## config.mk

```make
export PLATFORM = sky130hd
export DESIGN_NAME = debounced_pulse_tachometer
export DESIGN_NICKNAME = d
export VERILOG_FILES = /design/src/sv/dpt_pkg.sv /design/src/sv/debounced_pulse_tachometer.sv /design/src/sv/dpt_ctrl.sv /design/src/sv/dpt_datapath.sv
export SDC_FILE = /design/constraint.sdc
export NUM_CORES = 1
export LEC_CHECK = 0
export ABC_AREA = 0
export BUFFER_PORTS_ARGS = -buffer_cell sky130_fd_sc_hd__buf_2
export CAP_MARGIN = 25
export CELL_PAD_IN_SITES_DETAIL_PLACEMENT = 1
export CELL_PAD_IN_SITES_GLOBAL_PLACEMENT = 2
export CORE_MARGIN = 10
export CORE_UTILIZATION = 35
export DETAILED_ROUTE_END_ITERATION = 16
export GPL_TIMING_DRIVEN = 0
export MAX_ROUTING_LAYER = met4
export PLACE_DENSITY_LB_ADDON = 0.12
export SKIP_LAST_GASP = 1
export SLEW_MARGIN = 20
export SYNTH_ARGS = -nofsm -noshare
export SYNTH_HDL_FRONTEND = slang
export SYNTH_SLANG_ARGS = --single-unit
```

## constraint.sdc

```tcl
create_clock -name i_clk -period 3.2 [get_ports i_clk]
set_input_delay 0.32 -clock i_clk [delete_from_list [all_inputs] [get_ports i_clk]]
set_output_delay 0.32 -clock i_clk [all_outputs]
set_load 0.03 [all_outputs]
```

## src/sv/dpt_pkg.sv

```systemverilog
// Types and constants shared by the tachometer modules.
`timescale 1ns / 1ps
package dpt_pkg;

    localparam int unsigned CNT_W      = 16;
    localparam int unsigned DEB_W      = 10;
    localparam int unsigned CFG_IDX_W  = 3;
    localparam int unsigned CFG_DATA_W = 16;
    localparam int unsigned DIV_STEPS  = 16;
    localparam int unsigned STEP_W     = 4;

    // Register indexes of the configuration port
    localparam logic [CFG_IDX_W-1:0] REG_DEBOUNCE  = 3'd0;
    localparam logic [CFG_IDX_W-1:0] REG_TIMEOUT   = 3'd1;
    localparam logic [CFG_IDX_W-1:0] REG_NUMERATOR = 3'd2;
    localparam logic [CFG_IDX_W-1:0] REG_MIN_RPM   = 3'd3;
    localparam logic [CFG_IDX_W-1:0] REG_MAX_RPM   = 3'd4;

    // Reset values of the configuration registers
    localparam logic [DEB_W-1:0] RST_DEBOUNCE  = 10'd50;
    localparam logic [CNT_W-1:0] RST_TIMEOUT   = 16'd2000;
    localparam logic [CNT_W-1:0] RST_NUMERATOR = 16'd60000;
    localparam logic [CNT_W-1:0] RST_MIN_RPM   = 16'd10;
    localparam logic [CNT_W-1:0] RST_MAX_RPM   = 16'd6000;

    localparam logic [CNT_W-1:0] CNT_MAX  = 16'hFFFF;
    localparam logic [STEP_W-1:0] STEP_LAST = STEP_W'(DIV_STEPS - 1);

    // Commands from controller to datapath
    typedef struct packed {
        logic load;    // take the input transaction, update the count
        logic step;    // one restoring divide step
        logic finish;  // range check, update speed, load output register
    } t_dp_cmd;

    // Status from datapath to controller
    typedef struct packed {
        logic out_free;  // output register can take a new result this cycle
    } t_dp_status;

endpackage

```

## src/sv/debounced_pulse_tachometer.sv

```systemverilog
// Each input transaction is one millisecond tick with a sensor edge flag; each tick
// returns one output transaction with the speed in rpm, a new-reading flag and a
// stall flag. Ticks are handled one at a time. The accepting edge updates the
// millisecond count and tests the edge against the debounce time. The S_DIV state
// then runs the bit-serial restoring divider that forms rate_numerator / interval.
// The write-back state S_DONE then applies the range check and the timeout and loads
// the output register. The write-back waits while the previous result is still not
// taken, and the next tick is accepted only after the write-back, so no new tick is
// taken while one is in flight, and an output stall also holds off the input.
// Configuration writes are taken in any cycle and should only be issued while no
// tick is in flight.
`timescale 1ns / 1ps
module debounced_pulse_tachometer
    import dpt_pkg::*;
(
    input  logic                  i_clk,
    input  logic                  i_rst_n,
    input  logic                  i_in_valid,
    output logic                  o_in_ready,
    input  logic                  i_edge_req,
    output logic                  o_out_valid,
    input  logic                  i_out_ready,
    output logic [CNT_W-1:0]      o_rpm,
    output logic                  o_new_reading,
    output logic                  o_stalled,
    input  logic                  i_cfg_valid,
    output logic                  o_cfg_ready,
    input  logic [CFG_IDX_W-1:0]  i_cfg_index,
    input  logic [CFG_DATA_W-1:0] i_cfg_data
);

    t_dp_cmd    cmd;
    t_dp_status status;

    // Configuration writes are accepted in every cycle
    assign o_cfg_ready = 1'b1;

    dpt_ctrl u_ctrl (
        .i_clk      (i_clk),
        .i_rst_n    (i_rst_n),
        .i_in_valid (i_in_valid),
        .o_in_ready (o_in_ready),
        .i_status   (status),
        .o_cmd      (cmd)
    );

    dpt_datapath u_datapath (
        .i_clk         (i_clk),
        .i_rst_n       (i_rst_n),
        .i_cmd         (cmd),
        .o_status      (status),
        .i_edge_req    (i_edge_req),
        .i_cfg_valid   (i_cfg_valid),
        .i_cfg_index   (i_cfg_index),
        .i_cfg_data    (i_cfg_data),
        .o_out_valid   (o_out_valid),
        .i_out_ready   (i_out_ready),
        .o_rpm         (o_rpm),
        .o_new_reading (o_new_reading),
        .o_stalled     (o_stalled)
    );

endmodule

```

## src/sv/dpt_ctrl.sv

```systemverilog
// Sequencer for one tick: accept, sixteen divide steps, write-back.
`timescale 1ns / 1ps
module dpt_ctrl
    import dpt_pkg::*;
(
    input  logic       i_clk,
    input  logic       i_rst_n,
    input  logic       i_in_valid,
    output logic       o_in_ready,
    input  t_dp_status i_status,
    output t_dp_cmd    o_cmd
);

    typedef enum logic [1:0] {
        S_IDLE,
        S_DIV,
        S_DONE
    } t_state;

    t_state            r_state;
    logic [STEP_W-1:0] r_step;

    // Hold state and the divide step count
    always_ff @(posedge i_clk) begin
        if (!i_rst_n) begin
            r_state <= S_IDLE;
            r_step  <= '0;
        end else begin
            unique case (r_state)
                S_IDLE: begin
                    r_step <= '0;
                    if (i_in_valid) begin
                        r_state <= S_DIV;
                    end
                end
                S_DIV: begin
                    r_step <= r_step + 1'b1;
                    if (r_step == STEP_LAST) begin
                        r_state <= S_DONE;
                    end
                end
                S_DONE: begin
                    if (i_status.out_free) begin
                        r_state <= S_IDLE;
                    end
                end
                default: r_state <= S_IDLE;
            endcase
        end
    end

    // Decode commands from state
    assign o_in_ready   = (r_state == S_IDLE);
    assign o_cmd.load   = (r_state == S_IDLE) && i_in_valid;
    assign o_cmd.step   = (r_state == S_DIV);
    assign o_cmd.finish = (r_state == S_DONE) && i_status.out_free;

endmodule

```

## src/sv/dpt_datapath.sv

```systemverilog
// Count, configuration registers, restoring divider, speed and output register.
`timescale 1ns / 1ps
module dpt_datapath
    import dpt_pkg::*;
(
    input  logic                  i_clk,
    input  logic                  i_rst_n,
    input  t_dp_cmd               i_cmd,
    output t_dp_status            o_status,
    input  logic                  i_edge_req,
    input  logic                  i_cfg_valid,
    input  logic [CFG_IDX_W-1:0]  i_cfg_index,
    input  logic [CFG_DATA_W-1:0] i_cfg_data,
    output logic                  o_out_valid,
    input  logic                  i_out_ready,
    output logic [CNT_W-1:0]      o_rpm,
    output logic                  o_new_reading,
    output logic                  o_stalled
);

    logic [DEB_W-1:0] r_debounce;
    logic [CNT_W-1:0] r_timeout;
    logic [CNT_W-1:0] r_numerator;
    logic [CNT_W-1:0] r_min_rpm;
    logic [CNT_W-1:0] r_max_rpm;

    logic [CNT_W-1:0] r_since;
    logic [CNT_W-1:0] r_speed;
    logic             r_take;
    logic [CNT_W-1:0] r_div;
    logic [CNT_W-1:0] r_rem;
    logic [CNT_W-1:0] r_quo;

    logic             r_out_valid;
    logic [CNT_W-1:0] r_rpm;
    logic             r_new_reading;
    logic             r_stalled;

    logic [CNT_W-1:0] n_since;
    logic [CNT_W-1:0] cnt_inc;
    logic             take;
    logic [CNT_W:0]   shifted;
    logic             fits;
    logic [CNT_W:0]   diff;
    logic             in_range;
    logic             stall;
    logic [CNT_W-1:0] n_speed;

    // Write configuration registers
    always_ff @(posedge i_clk) begin
        if (!i_rst_n) begin
            r_debounce  <= RST_DEBOUNCE;
            r_timeout   <= RST_TIMEOUT;
            r_numerator <= RST_NUMERATOR;
            r_min_rpm   <= RST_MIN_RPM;
            r_max_rpm   <= RST_MAX_RPM;
        end else if (i_cfg_valid) begin
            unique case (i_cfg_index)
                REG_DEBOUNCE:  r_debounce  <= i_cfg_data[DEB_W-1:0];
                REG_TIMEOUT:   r_timeout   <= i_cfg_data;
                REG_NUMERATOR: r_numerator <= i_cfg_data;
                REG_MIN_RPM:   r_min_rpm   <= i_cfg_data;
                REG_MAX_RPM:   r_max_rpm   <= i_cfg_data;
                default: ;
            endcase
        end
    end

    // Advance the count with saturation and test the edge against debounce
    assign cnt_inc = (r_since == CNT_MAX) ? r_since : r_since + 1'b1;
    assign take    = i_edge_req && (cnt_inc > {{(CNT_W-DEB_W){1'b0}}, r_debounce});
    assign n_since = take ? '0 : cnt_inc;

    // One restoring divide step: shift in the next dividend bit, subtract if it fits
    assign shifted = {r_rem, r_quo[CNT_W-1]};
    assign fits    = (shifted >= {1'b0, r_div});
    assign diff    = shifted - {1'b0, r_div};

    // Accept the truncated quotient if an edge was taken and min <= num/interval <= max
    assign in_range = r_take && (r_quo >= r_min_rpm) &&
                      ((r_quo < r_max_rpm) || ((r_quo == r_max_rpm) && (r_rem == '0)));
    assign stall    = (r_since > r_timeout);

    always_comb begin
        n_speed = r_speed;
        if (in_range) begin
            n_speed = r_quo;
        end
        if (stall) begin
            n_speed = '0;
        end
    end

    // Hold count, speed and edge flag
    always_ff @(posedge i_clk) begin
        if (!i_rst_n) begin
            r_since <= '0;
            r_speed <= '0;
            r_take  <= 1'b0;
        end else begin
            if (i_cmd.load) begin
                r_since <= n_since;
                r_take  <= take;
            end
            if (i_cmd.finish) begin
                r_speed <= n_speed;
            end
        end
    end

    // Divider operands and shift registers
    always_ff @(posedge i_clk) begin
        if (i_cmd.load) begin
            r_div <= cnt_inc;
            r_rem <= '0;
            r_quo <= r_numerator;
        end else if (i_cmd.step) begin
            r_rem <= fits ? diff[CNT_W-1:0] : shifted[CNT_W-1:0];
            r_quo <= {r_quo[CNT_W-2:0], fits};
        end
    end

    // Output register
    always_ff @(posedge i_clk) begin
        if (!i_rst_n) begin
            r_out_valid <= 1'b0;
        end else if (i_cmd.finish) begin
            r_out_valid <= 1'b1;
        end else if (i_out_ready) begin
            r_out_valid <= 1'b0;
        end
    end

    always_ff @(posedge i_clk) begin
        if (i_cmd.finish) begin
            r_rpm         <= n_speed;
            r_new_reading <= in_range;
            r_stalled     <= stall;
        end
    end

    assign o_status.out_free = !r_out_valid || i_out_ready;
    assign o_out_valid       = r_out_valid;
    assign o_rpm             = r_rpm;
    assign o_new_reading     = r_new_reading;
    assign o_stalled         = r_stalled;

endmodule

```

==> results.sh <==
export IMPL_drt_vias_per_instance=5.09
export IMPL_syn_cell_area_um2=9460
export IMPL_cp_required_ns=3.57
export IMPL_synth_xor_area_share_pct=2.59
export IMPL_synth_fa_ha_area_share_pct=10.3
export IMPL_core_area_um2=26800
export IMPL_seq_area_frac_synth_pct=43.4
export IMPL_fin_skew_ns=0.0146
export IMPL_slew_limit_headroom_pct=52.3
export IMPL_grt_pass1_vias=8109
export IMPL_finalWirelength_um=29500
export IMPL_rsz0062_at_grt="yes"
export IMPL_stdcell_count=1534
export IMPL_cts_hold_buf=0
export IMPL_tightest_slew_ns=0.715
export IMPL_status="complete, but fails checks"
export IMPL_synth_top_cell_area_share_pct=27.5
export IMPL_final_hold_viol_count=0
export IMPL_cts_root_buf="clkbuf_16"
export IMPL_cts_sinks=180
export IMPL_die_area_um2=34000
export IMPL_fin_tns_setup_ns=-2.01
export IMPL_ys_top_cells_by_area="dfxtp_1 28%, edfxtp_1 16%, ha_1 10%"
export IMPL_criticalPathCategory="reg -> reg"
export IMPL_worst_slack_ns=-0.204
export IMPL_drtIter0Drc=408
export IMPL_io_buffers=43
export IMPL_dpl_cell_count=1448
export IMPL_p_sw_share_pct=32.2
export IMPL_track_usage_pct=18.4
export IMPL_crit_arrival_ns=3.78
export IMPL_whs_path_depth=3
export IMPL_combinationalPowerShare_pct=22.5
export IMPL_hold_path_class="in -> reg"
export IMPL_async_flop_share_pct=0
export IMPL_setup_viol=11
export IMPL_num_io_pins=46
export IMPL_path_clk_slew_ns=0.08
export IMPL_postLayoutCellArea_um2=11400
export IMPL_synthDistinctLibCells=62
export IMPL_p_sw_uw=2010
export IMPL_synth_edf_count=50
export IMPL_ys_flop_type="dfxtp_1"
export IMPL_drv_cap=0
export IMPL_placed_area_um2=10100
export IMPL_period_share_pct=106
export IMPL_power_frac_seq_pct=41.9
export IMPL_nets=1282
export IMPL_syn_num_nets=1165
export IMPL_area_growth_pct=20.7
export IMPL_postRouteAntennaNets=0
export IMPL_p_clk_share_pct=35.6
export IMPL_diodes=0
export IMPL_crit_path_start_kind="flip-flop"
export IMPL_yosysWarnings=0
export IMPL_p_leak_uw=0.00471
export IMPL_yosysTopAreaCell="dfxtp_1"
export IMPL_grt_pass1_wl_um=46900
export IMPL_drc_errors=0
export IMPL_overflow=0
export IMPL_nFillCells=3107
export IMPL_drive_above_1_share_pct=17.1
export IMPL_worstRegToRegCells=16
export IMPL_violations="setup timing"
export IMPL_synthSimpleGateAreaFrac_pct=19.3
export IMPL_die_w_um=184
export IMPL_ff2ff_setup_slack_ns=-0.20
export IMPL_synth_top_family_by_area="simple AND/OR/NAND/NOR gates"
export IMPL_p_int_uw=4240
export IMPL_cts_tree="yes"
export IMPL_mostFrequentLayoutCells="238 x nand2_1, 115 x dfxtp_1, 83 x inv_1"
export IMPL_clockBufferDepth=2
export IMPL_drt_pass1_iter_count=4
export IMPL_grt_max_degree=26
export IMPL_cts_buffers_inserted=17
export IMPL_synth_compound_area_share_pct=15.6
export IMPL_synth_mux_area_share_pct=3.48
export IMPL_finalMaxSlewViolations=0
export IMPL_synthCells=1063
export IMPL_gp_congestion=0.866
export IMPL_vdd_drop_max_uv=315
export IMPL_fin_crit_ns=3.40
export IMPL_vias=7804
export IMPL_chipHeight_um=184
export IMPL_clock_latency_ns=0.44
export IMPL_fmax_mhz=294
export IMPL_layout_commonest_cell="nand2_1"
export IMPL_wire_per_inst_um=19.3
export IMPL_initial_core_util_pct=35.3
export IMPL_avgSynthCellArea_um2=8.90
export IMPL_cts_htree_levels=4
export IMPL_antenna_found_initial=0
export IMPL_p_per_area_nw_per_um2=548
export IMPL_dp_hpwl_um=21800
export IMPL_cp_max_fo=8
export IMPL_num_rows=60
export IMPL_endpoint_kind="flip-flop"
export IMPL_synth_seq_cells=180
[worst paths after layout]
path | start | end
hold reg to reg | u_datapath.r_timeout[14] | u_datapath.r_timeout[14]
setup / recovery | u_datapath.r_since[5] | u_datapath.r_since[9]
hold / removal | i_in_valid | u_ctrl.r_state[0]
setup reg to reg | u_datapath.r_since[5] | u_datapath.r_since[9]
[flip-flops by register name (all words and copies together), names as in the netlist]
name and count:
u_datapath.r_rem 16, u_datapath.r_speed 16, u_datapath.r_since 16, u_datapath.o_stalled 1
u_datapath.o_new_reading 1, u_datapath.r_take 1, u_datapath.o_rpm 16, u_ctrl.r_step 4
u_datapath.r_min_rpm 16, u_datapath.r_debounce 10, u_datapath.r_numerator 16, u_datapath.r_max_rpm 16
u_ctrl.r_state 2, u_datapath.r_quo 16, u_datapath.r_div 16, u_datapath.r_timeout 16
u_datapath.o_out_valid 1
[logic make-up after synthesis]
logic type      after synthesis
simple gates                410
compound gates              207
flops                       180
buf+inv                     128
fa+ha+maj                    77
mux                          32
xor+xnor                     28
other cells                   1
[final cells by class]
class                   count  area (µm²)  area share [%]
plain buffers              42         183            1.60
clock buffers              18         439            3.85
clock inverters            14         183            1.60
inverters                  84         315            2.76
multi-input cells         755        5040            44.1
flip-flops and latches    180        4150            36.4
well taps                 341         427            3.74
repair buffers            100         679            5.95
[timing repair]
item	4_1_cts	5_1_grt
setup endpoints to repair	66	46
buffers inserted	51	10
pin swaps	10	17
gates resized for setup	43	27
[synth_stat cells, types with 7 or more instances]
cell / number
nand2_1: 240
dfxtp_1: 130
inv_1: 84
ha_1: 76
nor2_1: 54
a21boi_0: 51
edfxtp_1: 50
clkbuf_1: 34
mux2i_1: 28
a21oi_1: 27
nand3_1: 22
nand4_1: 21
o211ai_1: 21
nor2b_1: 20
o21ai_0: 17
o22ai_1: 17
xnor2_1: 16
a21o_1: 13
xor2_1: 12
nor3_1: 11
o21ai_1: 11
nand2b_1: 10
a22oi_1: 9
o21a_1: 9
and3_1: 7
[routing by layer]
layer  GRT usage (%)  up-vias  part of all wire [%]
met5               -        -                     0
met4            4.13        0                   1.2
met3            2.85       25                   3.6
met2            27.5      108                    44
met1            25.6     3772                    51
li1                -     3899                     -
[through the flow]
step | utilization [%] | setup slack [ns] | hold WS (ns) | total power, µW
6_report | 42.6 | -0.204 | 0.174 | 6260
3_5_place_dp | 37.8 | -0.854 | 0.459 | 3980
2_1_floorplan | - | 0.0382 | 0.437 | 3590
4_1_cts | 42.0 | -0.000873 | 0.158 | 6310
3_3_place_gp | 37.7 | -0.870 | 0.452 | 3960
5_1_grt | 42.6 | -0.346 | 0.192 | 6600
[power groups by stage]
stage,Combinational [µW],Sequential [µW],Clock [µW]
2_1_floorplan,964,2620,0
3_3_place_gp,1270,2690,0
3_5_place_dp,1290,2690,0
4_1_cts,1400,2620,2290
5_1_grt,1580,2650,2380
6_report,1410,2620,2230
[worst max-delay path: stages (launching register included)]
cell and delay [ns]:
dfxtp_4 0.36, nand4_4 0.11, nor4_4 0.33, nand4_1 0.28, buf_4 0.25, mux2_4 0.32, ha_4 0.22, nor2b_4 0.11
o21a_1 0.16, o21a_1 0.17, o21bai_2 0.15, a31oi_4 0.13, o41ai_4 0.22, buf_4 0.21, o21ai_4 0.07, buf_12 0.16
nor2_1 0.10
No activity file was read; power rests on OpenSTA's default activity.
